--- config.mk ---
export PLATFORM = sky130hd
export DESIGN_NAME = lcrf_cell
export DESIGN_NICKNAME = d
export VERILOG_FILES = /design/src/rtl/lcrf_pkg.sv /design/src/rtl/lcrf_cell.sv
export SDC_FILE = /design/constraint.sdc
export NUM_CORES = 1
export LEC_CHECK = 0
export ABC_AREA = 1
export BUFFER_PORTS_ARGS = -buffer_cell sky130_fd_sc_hd__buf_2
export CORE_MARGIN = 8
export CORE_UTILIZATION = 45
export CTS_CLUSTER_DIAMETER = 150
export DETAILED_ROUTE_END_ITERATION = 8
export GPL_ROUTABILITY_DRIVEN = 0
export GPL_TIMING_DRIVEN = 1
export PLACE_DENSITY = 0.68
export SYNTH_ARGS = -nofsm -noshare
export SYNTH_HDL_FRONTEND = slang
export SYNTH_SLANG_ARGS = --single-unit
--- constraint.sdc ---
create_clock -name clk -period 3.1 [get_ports clk]
set_input_delay 0.155 -clock clk [delete_from_list [all_inputs] [get_ports clk]]
set_output_delay 0.155 -clock clk [all_outputs]
set_load 0.005 [all_outputs]
--- src/rtl/lcrf_pkg.sv ---
// Package for the longest column run finder: default sizes, the width of the
// column-count register and the control bundle broadcast to every column cell.
// No dependencies.
`default_nettype none

package lcrf_pkg;

    localparam int DEF_MAX_COLUMNS = 64;
    localparam int DEF_MAX_ROWS    = 4096;
    localparam int DEF_VALUE_BITS  = 16;

    // Width of the columns_in_use configuration register.
    localparam int CFG_BITS = 7;

    // Control broadcast from the top level to every column cell.
    typedef struct packed {
        logic accept;     // an element request is taken this cycle
        logic restart;    // the token returns to column 0 after this request
        logic first_row;  // this request lies in the first row of the matrix
        logic advance;    // the best-column stage takes its next entry
    } lcrf_cell_ctrl_t;

endpackage

`default_nettype wire

--- src/rtl/lcrf_cell.sv ---
// One column cell: holds the last value, current run and longest run of its column
// and passes the column token to its neighbour. Depends on lcrf_pkg.
`default_nettype none

module lcrf_cell
    import lcrf_pkg::*;
#(
    parameter int VALUE_BITS  = DEF_VALUE_BITS,
    parameter int LENGTH_BITS = $clog2(DEF_MAX_ROWS + 1),
    parameter int MAX_ROWS    = DEF_MAX_ROWS,
    parameter bit IS_HEAD     = 1'b0
) (
    input  wire logic                   clk,
    input  wire logic                   rst_n,
    input  wire lcrf_cell_ctrl_t        ctrl,
    input  wire logic [VALUE_BITS-1:0]  value,
    input  wire logic                   token_in,
    output logic                        token_out,
    output logic [LENGTH_BITS-1:0]      longest_out
);

    localparam logic [LENGTH_BITS-1:0] RUN_LIMIT = LENGTH_BITS'(MAX_ROWS);
    localparam logic [LENGTH_BITS-1:0] RUN_ONE   = LENGTH_BITS'(1);

    logic                   token_reg,   token_next;
    logic                   hit_reg,     hit_next;
    logic [VALUE_BITS-1:0]  prev_reg;
    logic [LENGTH_BITS-1:0] run_reg,     run_next;
    logic [LENGTH_BITS-1:0] longest_reg, longest_next;
    logic                   take;

    assign take = ctrl.accept & token_reg;

    always_comb
    begin
        if (ctrl.first_row)
        begin
            run_next     = RUN_ONE;
            longest_next = RUN_ONE;
        end
        else
        begin
            if (prev_reg == value)
            begin
                run_next = (run_reg < RUN_LIMIT) ? run_reg + RUN_ONE : run_reg;
            end
            else
            begin
                run_next = RUN_ONE;
            end
            longest_next = (run_next > longest_reg) ? run_next : longest_reg;
        end
    end

    always_comb
    begin
        token_next = token_reg;
        if (ctrl.accept)
        begin
            token_next = ctrl.restart ? IS_HEAD : token_in;
        end
        hit_next = ctrl.advance ? take : hit_reg;
    end

    always_ff @(posedge clk or negedge rst_n)
    begin
        if (!rst_n)
        begin
            token_reg <= IS_HEAD;
            hit_reg   <= 1'b0;
        end
        else
        begin
            token_reg <= token_next;
            hit_reg   <= hit_next;
        end
    end

    // Column contents need no reset: they are written by the first row.
    always_ff @(posedge clk)
    begin
        if (take)
        begin
            prev_reg    <= value;
            run_reg     <= run_next;
            longest_reg <= longest_next;
        end
    end

    assign token_out   = token_reg;
    assign longest_out = hit_reg ? longest_reg : '0;

endmodule

`default_nettype wire

Word level (Yosys, flattened, before mapping)
Cells that the tools add are included.
- flip-flop bits (word level): 44
- input port bits: 23
- output and inout bits: 14
- logic and storage cells: 18
- add/subtract/negate cells: 1
- $lt $le $gt $ge: 2
- equal/unequal tests: 1
- mux-type cells: 6
- bitwise gates (word level): 1
- reductions and logical operators: 2
- operators by type and width (kind ; number):
    $mux W13 ; 5
    $eq A16 B16 Y1 ; 1
    $add A13 B1 Y13 const B ; 1
    $gt A13 B13 Y1 ; 1
    $lt A13 B13 Y1 const B ; 1
    $reduce_and A2 Y1 ; 1
    $reduce_bool A2 Y1 ; 1
    $and A1 B1 Y1 ; 1
    $mux W1 ; 1

Depth between registers and ports, before layout
Gate-level depths: netlist (run 1).
- depth after elaboration: 7
- mapped depth: 18
- depth with buffers taken out: 17

Worst setup path before layout (run 1)
OpenSTA, ideal clock, no wires.
- path type: register to register
- start point: register run_reg[0]
- end point: register longest_reg[0], enable pin
- setup time: 0.387 ns
- data arrival time: 2.563 ns
- data required time: 2.713 ns
- slack: 0.149 ns
- stages on the path, launching flop included: 18
- buffers on the path: 0
- clock period less this slack: 2.951 ns
- cell sequence: edfxtp_1 ha_1 nand2_1 nor2_1 and2_1 nand2_1 nand2_1 nand4_1 inv_1 ha_1 nand2_1 nor2_1 nand2_1 nor2_1 nand2_1 nand2_1 nand2_1 a21oi_1
- cells in the longest elaborated chain, start to end: 7
- elaborated cells on any way between the ends: 8
- those cells by class: add/sub: 1; order compare: 2; mux: 3; reduce/logical: 2
- ends and longest elaborated chain (what ; RTL line ; text):
    from (decl) ; lcrf_cell.sv:28 ; logic [LENGTH_BITS-1:0] run_reg, run_next;
    from (signal assigned) ; lcrf_cell.sv:85 ; run_reg <= run_next;
    $add A13 B1 Y13 / $lt A13 B13 Y1 (equally long branches) ; lcrf_cell.sv:45 ; run_next = (run_reg < RUN_LIMIT) ? run_reg + RUN_ONE : run_reg;
    $mux W13 (*) ; lcrf_cell.sv:45 ;
    $mux W13 (*) ; lcrf_cell.sv:43 ; if (prev_reg == value)
    $mux W13 (*) ; lcrf_cell.sv:36 ; if (ctrl.first_row)
    $gt A13 B13 Y1 (*) ; lcrf_cell.sv:51 ; longest_next = (run_next > longest_reg) ? run_next : longest_reg;
    $reduce_bool A2 Y1 (no line) (*) ; -- ;
    $reduce_and A2 Y1 (no line) (*) ; -- ;
    to (signal assigned) ; lcrf_cell.sv:86 ; longest_reg <= longest_next;
    to (decl) ; lcrf_cell.sv:29 ; logic [LENGTH_BITS-1:0] longest_reg, longest_next;
Every way passes the cells marked *; elsewhere a longest branch is shown, timed or not. The select of a mux whose other input is x is not followed.
A chain may end at the register's enable or synchronous reset.

Worst setup path after layout (run 1)
- start point: register run_reg[0]
- end point: register longest_reg[1], enable pin
The elaborated chain is that of the path after synthesis.

==> run_results.csv, run 1 <==
group,metric,value,unit
routing,wirelength,4980,um
timing,rsz0062_at_grt,"false",
worst_setup_path,worstSetupEndpoint,"longest_reg[1]",
clock_tree,clk_latency,0.29,ns
cells_and_area,final_common_cell,"nand2_1",
synth,yosysWarningCount,0,
clock_tree,cts_num_sinks,44,
worst_setup_path,cp-startpoint,"run_reg[0]",
worst_hold_path,min_from,"ctrl[0]",
status,status,"completed",
routing,wl_met2,2350,um
routing,vias_per_cell,4.65,
worst_setup_path,r2r_cells,18,
power_and_ir_drop,total_power,0.00111,W
cells_and_area,antenna_cells,0,
worst_setup_path,cp_slowest_cell,"edfxtp_1",
timing,finClkSkew,0.00674,ns
global_route,grt_pass1_wl,8300,um
worst_setup_path,critPathKind,"reg -> reg",
cells_and_area,register_area,1310,sq um
routing,route.top_layer_used,"met4",
global_route,grt_use_total,12.1,%
worst_hold_path,hp-class,"in -> reg",
floorplanning,core_area,5540,sq um
worst_setup_path,r2r_slack,0.38,ns
worst_setup_path,slowest_delay,0.42,ns
floorplanning,ios,37,
placed_design,pre_cts_slack,0.411,ns
cells_and_area,final_nets,395,
power_and_ir_drop,peakVddDrop,0.210,mV
routing,via_count,2002,
floorplanning,num_rows,27,
timing,hold_viol,0,
clock_tree,cts.clk_slew.worst_paths,0.08,ns
timing,finalCritPeriodShare,87.7,%
floorplanning,die_h,92.1,um
floorplanning,dieArea,8490,sq um
routing,drtIter0Drc,84,
cells_and_area,final_cell_area,2970,sq um
routing,m1WireLength,2300,um
timing,slew_violations,0,
power_and_ir_drop,p_leak,1.58,nW
clock_tree,cts_buffer_depth,2,
global_route,grt-ovfl-total,0,
cells_and_area,drive_gt1_share,16.4,%
cells_and_area,utilization,53.6,%
global_route,antenna_found_initial,0,
worst_setup_path,critical_path.cell_chain,"ha_1 > nand2_1 > nor2_1 > and2_1 > nand2_1 > nand2_1 > inv_2 > nor2_2 > ha_1 > nand2_1 > nor2_1 > nand2_1 > nor2_1 > nand2_1 > nand2_1 > nand2_1 > a21oi_1 > buf_4",
timing,tightest_slew,0.417,ns
clock_tree,cts_tree,"yes",
floorplanning,start_util,47.1,%
synth,avgSynthCellArea,8.30,sq um
cells_and_area,layout_common_cells,"nand2_1, inv_1, edfxtp_1",
cells_and_area,multiInputGateArea,1020,sq um
worst_setup_path,r2r-start,"run_reg[0]",
synth,ys_seq_area_share,50.3,%
cells_and_area,area_growth,14.0,%
placed_design,place_area,2880,sq um
floorplanning,die_w,92.1,um
worst_setup_path,cpMostUsedCell,"nand2_1",
worst_setup_path,crit_fanout,7,
power_and_ir_drop,p_per_area,375,nW/um^2
job,drv_cap,0,
worst_setup_path,crit_path_end_kind,"flop",
synth,synth_cells,314,
worst_setup_path,cp-start-kind,"flop",
global_route,grt_pass1_vias,1889,
clock_tree,root_buffer,"clkbuf_8",
placed_design,port_buffers,36,
synth,synth_cell_type_count,24,
routing,dr_wl_met3,246,um
synth,syn_area,2610,sq um
routing,antenna_left,0,
worst_setup_path,cp.required,3.11,ns
worst_setup_path,path_buf_inv,2,
timing,setup_ws,0.382,ns
clock_tree,cts_buffers,5,
routing,avgRoutedWirePerCell,11.5,um
timing,fmax,368,MHz
synth,ys_ff_latch,44,
cells_and_area,largest_register_ffs,16,
timing,slew_headroom,72.2,%
clock_tree,h-tree-depth,2,
routing,drc,0,
placed_design,dp_hpwl,4090,um
worst_setup_path,crit_family,"simple AND/OR/NAND/NOR gates",
routing,first_pass_iters,4,
worst_setup_path,critPathArrivalTime,2.73,ns
timing,layout_min_cycle_time,2.72,ns
synth,synth_nets,351,
cells_and_area,fillCellCount,542,
global_route,grt_max_degree,30,
timing,setup_viol,0,
worst_setup_path,r2r_end,"longest_reg[1]",
timing,tns,0,ns
worst_setup_path,crit_cells,18,
==> metrics by stage <==
step | cells | hold WS [ns]
detailed placement | 422 | -0.0547
global placement | 422 | -0.0573
CTS | 431 | 0.0436
finish | 431 | 0.0478
floorplan | 314 | -0.141
global route | 431 | 0.0503
==> worst min-delay path by stage <==
stage                       end  cells after the start  slack, ns
global route        prev_reg[5]                      1       0.05
CTS                     hit_reg                      2       0.04
global placement        hit_reg                      1      -0.06
finish                  hit_reg                      2       0.05
floorplan               hit_reg                      0      -0.14
detailed placement      hit_reg                      1      -0.05
==> cell type report <==
cell class / instances / area share (%)
Clock buffer: 7 / 2.57
Clock inverter: 1 / 0.126
Inverter: 69 / 8.72
Multi-Input combinational cell: 198 / 34.3
Sequential cell: 44 / 44.1
Tap cell: 72 / 3.03
Timing Repair Buffer: 40 / 7.16
==> kinds of logic after synthesis <==
| group | synth area share [%] |
|---|---|
| AO/OA/AOI/OAI | 1.87 |
| XOR/XNOR | 2.69 |
| adder cells (fa/ha/maj) | 6.72 |
| buffers and inverters | 10.7 |
| flip-flops | 50.3 |
| multiplexers | 0.384 |
| AND/OR/NAND/NOR | 27.4 |
==> repair_timing <==
item / CTS / global route
setup buffers: 0 / 0
hold buffers: 1 / 0
hold endpoints to repair: 2 / 0
resized for setup: 0 / 0
==> per-layer routing <==
| metal | track usage, % | vias to the layer above |
|---|---|---|
| li1 | - | 1066 |
| met1 | 14.3 | 889 |
| met2 | 20.0 | 39 |
| met3 | 3.83 | 8 |
| met4 | 4.56 | 0 |
| met5 | 0 | - |
==> where the power goes <==
part	leakage, nW	internal, W	switching, W
registers	0.409	0.000667	0.0000143
clock network	0.0399	0.000157	0.000179
logic	1.13	0.0000403	0.0000567
==> synthesized netlist by cell type <==
| library cell | n | area [sq um] |
|---|---|---|
| nand2_1 | 92 | 345 |
| inv_1 | 66 | 248 |
| edfxtp_1 | 42 | 1260 |
| nor2_1 | 37 | 139 |
| ha_1 | 14 | 175 |
| nor3_1 | 9 | 45.0 |
| xor2_1 | 8 | 70.1 |
| a21oi_1 | 7 | 35.0 |
| nand4_1 | 7 | 43.8 |
| nor2_2 | 7 | 43.8 |
| nand3_1 | 6 | 30.0 |
| inv_2 | 3 | 11.3 |
| clkbuf_1 | 2 | 7.51 |
| dfrtp_1 | 2 | 50.1 |
| nand3b_1 | 2 | 15.0 |
| nor2_4 | 2 | 22.5 |
| a21oi_2 | 1 | 8.76 |
| and2_1 | 1 | 6.26 |
| buf_6 | 1 | 11.3 |
| mux2i_1 | 1 | 10.0 |
| nand2_4 | 1 | 11.3 |
| o21ai_0 | 1 | 5.00 |
| or2_1 | 1 | 6.26 |
| or2_2 | 1 | 6.26 |
==> worst reg2reg max path, cell delays in order (launching register included) <==
cell      delay, ns
edfxtp_1       0.42
ha_1           0.24
nand2_1        0.09
nor2_1         0.05
and2_1         0.18
nand2_1        0.06
nand2_1        0.06
inv_2          0.06
nor2_2         0.04
ha_1           0.30
nand2_1        0.08
nor2_1         0.14
nand2_1        0.06
nor2_1         0.12
nand2_1        0.07
nand2_1        0.06
nand2_1        0.05
a21oi_1        0.17
buf_4          0.19
Note: power is estimated with default switching activity, not from simulation.
==> run 2: changes to the inputs <==
Settings changed: CORE_MARGIN 8 to not set.
==> run 2 against run 1 <==
Against the previous run: via count fell by 0.25%; worst setup slack improved by 0.025 ns; die area fell by 28%; clock power barely moved; highest routed layer unchanged; cell area barely moved; count of clock-buffer cells in the layout fell by 2.
==> run_results.csv, run 2 (same netlist as run 1, synthesis figures left out) <==
group,metric,value,unit
status,status,"completed",
power_and_ir_drop,p_sw,0.000254,W
worst_setup_path,crit_path_end_kind,"flop",
timing,slew_violations,0,
routing,avgRoutedWirePerCell,10.7,um
timing,tns,0,ns
power_and_ir_drop,swShare,22.8,%
power_and_ir_drop,clkPwrFrac,30.3,%
cells_and_area,final_common_cell,"nand2_1",
timing,finalCritPeriodShare,86.8,%
routing,via_count,1997,
clock_tree,cts_buffers,5,
power_and_ir_drop,p_int,0.000860,W
floorplanning,ios,37,
power_and_ir_drop,peakVddDrop,0.258,mV
worst_hold_path,hp-class,"in -> reg",
floorplanning,num_rows,27,
placed_design,dp.cells,422,
clock_tree,cts_num_sinks,44,
timing,setup_viol,0,
worst_setup_path,crit_fanout,7,
clock_tree,h-tree-depth,2,
job,drv_cap,0,
worst_setup_path,critPathKind,"reg -> reg",
timing,layout_min_cycle_time,2.69,ns
timing,rsz0062_at_grt,"false",
global_route,grt_use_total,17.0,%
worst_setup_path,critPathArrivalTime,2.70,ns
worst_setup_path,cp.required,3.10,ns
global_route,grt_max_degree,30,
routing,wirelength,4600,um
routing,first_pass_iters,4,
timing,slew_headroom,71.2,%
floorplanning,die_h,78.1,um
clock_tree,cts_tree,"yes",
cells_and_area,utilization,53.7,%
floorplanning,core_area,5540,sq um
cells_and_area,antenna_cells,0,
floorplanning,dieArea,6100,sq um
cells_and_area,layout.cells.non_filler,431,
floorplanning,start_util,47.1,%
power_and_ir_drop,power_frac_comb,8.6,%
timing,hold_viol,0,
clock_tree,cts_buffer_depth,2,
routing,drtIter0Drc,70,
timing,holdWs,0.0430,ns
power_and_ir_drop,p_per_area,375,nW/um^2
timing,finClkSkew,0.00645,ns
routing,vias_per_cell,4.63,
placed_design,dp_hpwl,3730,um
cells_and_area,largest_register_ffs,16,
cells_and_area,final_nets,395,
timing,tightest_slew,0.433,ns
timing,fmax,371,MHz
cells_and_area,drive_gt1_share,17.0,%
global_route,grt_pass1_wl,7890,um
global_route,antenna_found_initial,0,
cells_and_area,layout_common_cells,"nand2_1, inv_1, edfxtp_1",
cells_and_area,area_growth,14.1,%
placed_design,port_buffers,36,
clock_tree,root_buffer,"clkbuf_8",
power_and_ir_drop,p_leak,1.59,nW
clock_tree,cts.clk_slew.worst_paths,0.08,ns
routing,drc,0,
worst_setup_path,cp-start-kind,"flop",
floorplanning,die_w,78.1,um
global_route,grt-ovfl-total,0,
global_route,grt_pass1_vias,1869,
clock_tree,clk_latency,0.29,ns
clock_tree,cts_setup_buffers,0,
routing,antenna_left,0,
power_and_ir_drop,seq_power_share,61.2,%
## run 2: cell types whose count changed in the layout (fill, tap and decap cells not counted), sizes merged
cell    before  now
clkinv       1    3
clkbuf       7    5
## run 2: stage by stage
step	total power [W]	cell area (sq um)	setup slack, ns
6_report	0.00111	2970	0.408
5_1_grt	0.00117	2970	0.0435
4_1_cts	0.00113	2970	0.414
3_5_place_dp	0.000791	2880	0.434
3_3_place_gp	0.000787	2880	0.488
2_1_floorplan	0.000747	2610	0.149
## run 2: critical path, stage by stage, from the launching register on
cell and delay (ns):
edfxtp_1 0.43, ha_1 0.24, nand2_1 0.08, nor2_1 0.05, and2_1 0.18, nand2_1 0.07
nand2_1 0.06, inv_2 0.06, nor2_2 0.03, ha_1 0.29, nand2_1 0.08, nor2_1 0.14
nand2_1 0.06, nor2_1 0.12, nand2_1 0.07, nand2_1 0.06, nand2_1 0.05, a21oi_1 0.16
buf_4 0.18
## run 2: worst paths after layout
check / start / slack [ns] / cells past startpoint / end
worst min register to register: token_out / 0.56 / 2 / token_out
worst max register to register: run_reg[0] / 0.41 / 18 / longest_reg[6]
worst min-delay path: ctrl[0] / 0.04 / 2 / hit_reg
min in group asynchronous: rst_n / 0.19 / 2 / hit_reg
max in group asynchronous: rst_n / 2.82 / 2 / token_out
worst max-delay path: run_reg[0] / 0.41 / 18 / longest_reg[6]
## run 2: routing by layer
metal / GRT usage [%] / part of all wire [%] / wire [um] / up-vias
met2: 28.9 / 46 / 2120 / 51
met5: 0 / 0 / 0 / -
met3: 3.84 / 3.6 / 167 / 8
met4: 6.85 / 2.0 / 91 / 0
met1: 20.8 / 48 / 2220 / 870
li1: - / - / - / 1068
## run 2: power by group through the flow
stage / clock [W] / sequential [W] / combinational, W
6_report: 0.000337 / 0.000681 / 0.0000955
5_1_grt: 0.000372 / 0.000684 / 0.000111
4_1_cts: 0.000349 / 0.000681 / 0.0000974
3_5_place_dp: 0 / 0.000695 / 0.0000962
3_3_place_gp: 0 / 0.000694 / 0.0000934
2_1_floorplan: 0 / 0.000689 / 0.0000577
## run 2: final cells by class
| class | instances | area, sq um |
|---|---|---|
| Timing Repair Buffer | 40 | 213 |
| Inverter | 69 | 259 |
| Multi-Input combinational cell | 198 | 1020 |
| Fill cell | 517 | 2570 |
| Clock inverter | 3 | 13.8 |
| Sequential cell | 44 | 1310 |
| Tap cell | 72 | 90.1 |
| Clock buffer | 5 | 68.8 |
## run 2: repair_timing
action	4_1_cts	5_1_grt
hold buffers	1	0
gates resized for setup	0	0
endpoints found under the hold margin	2	0
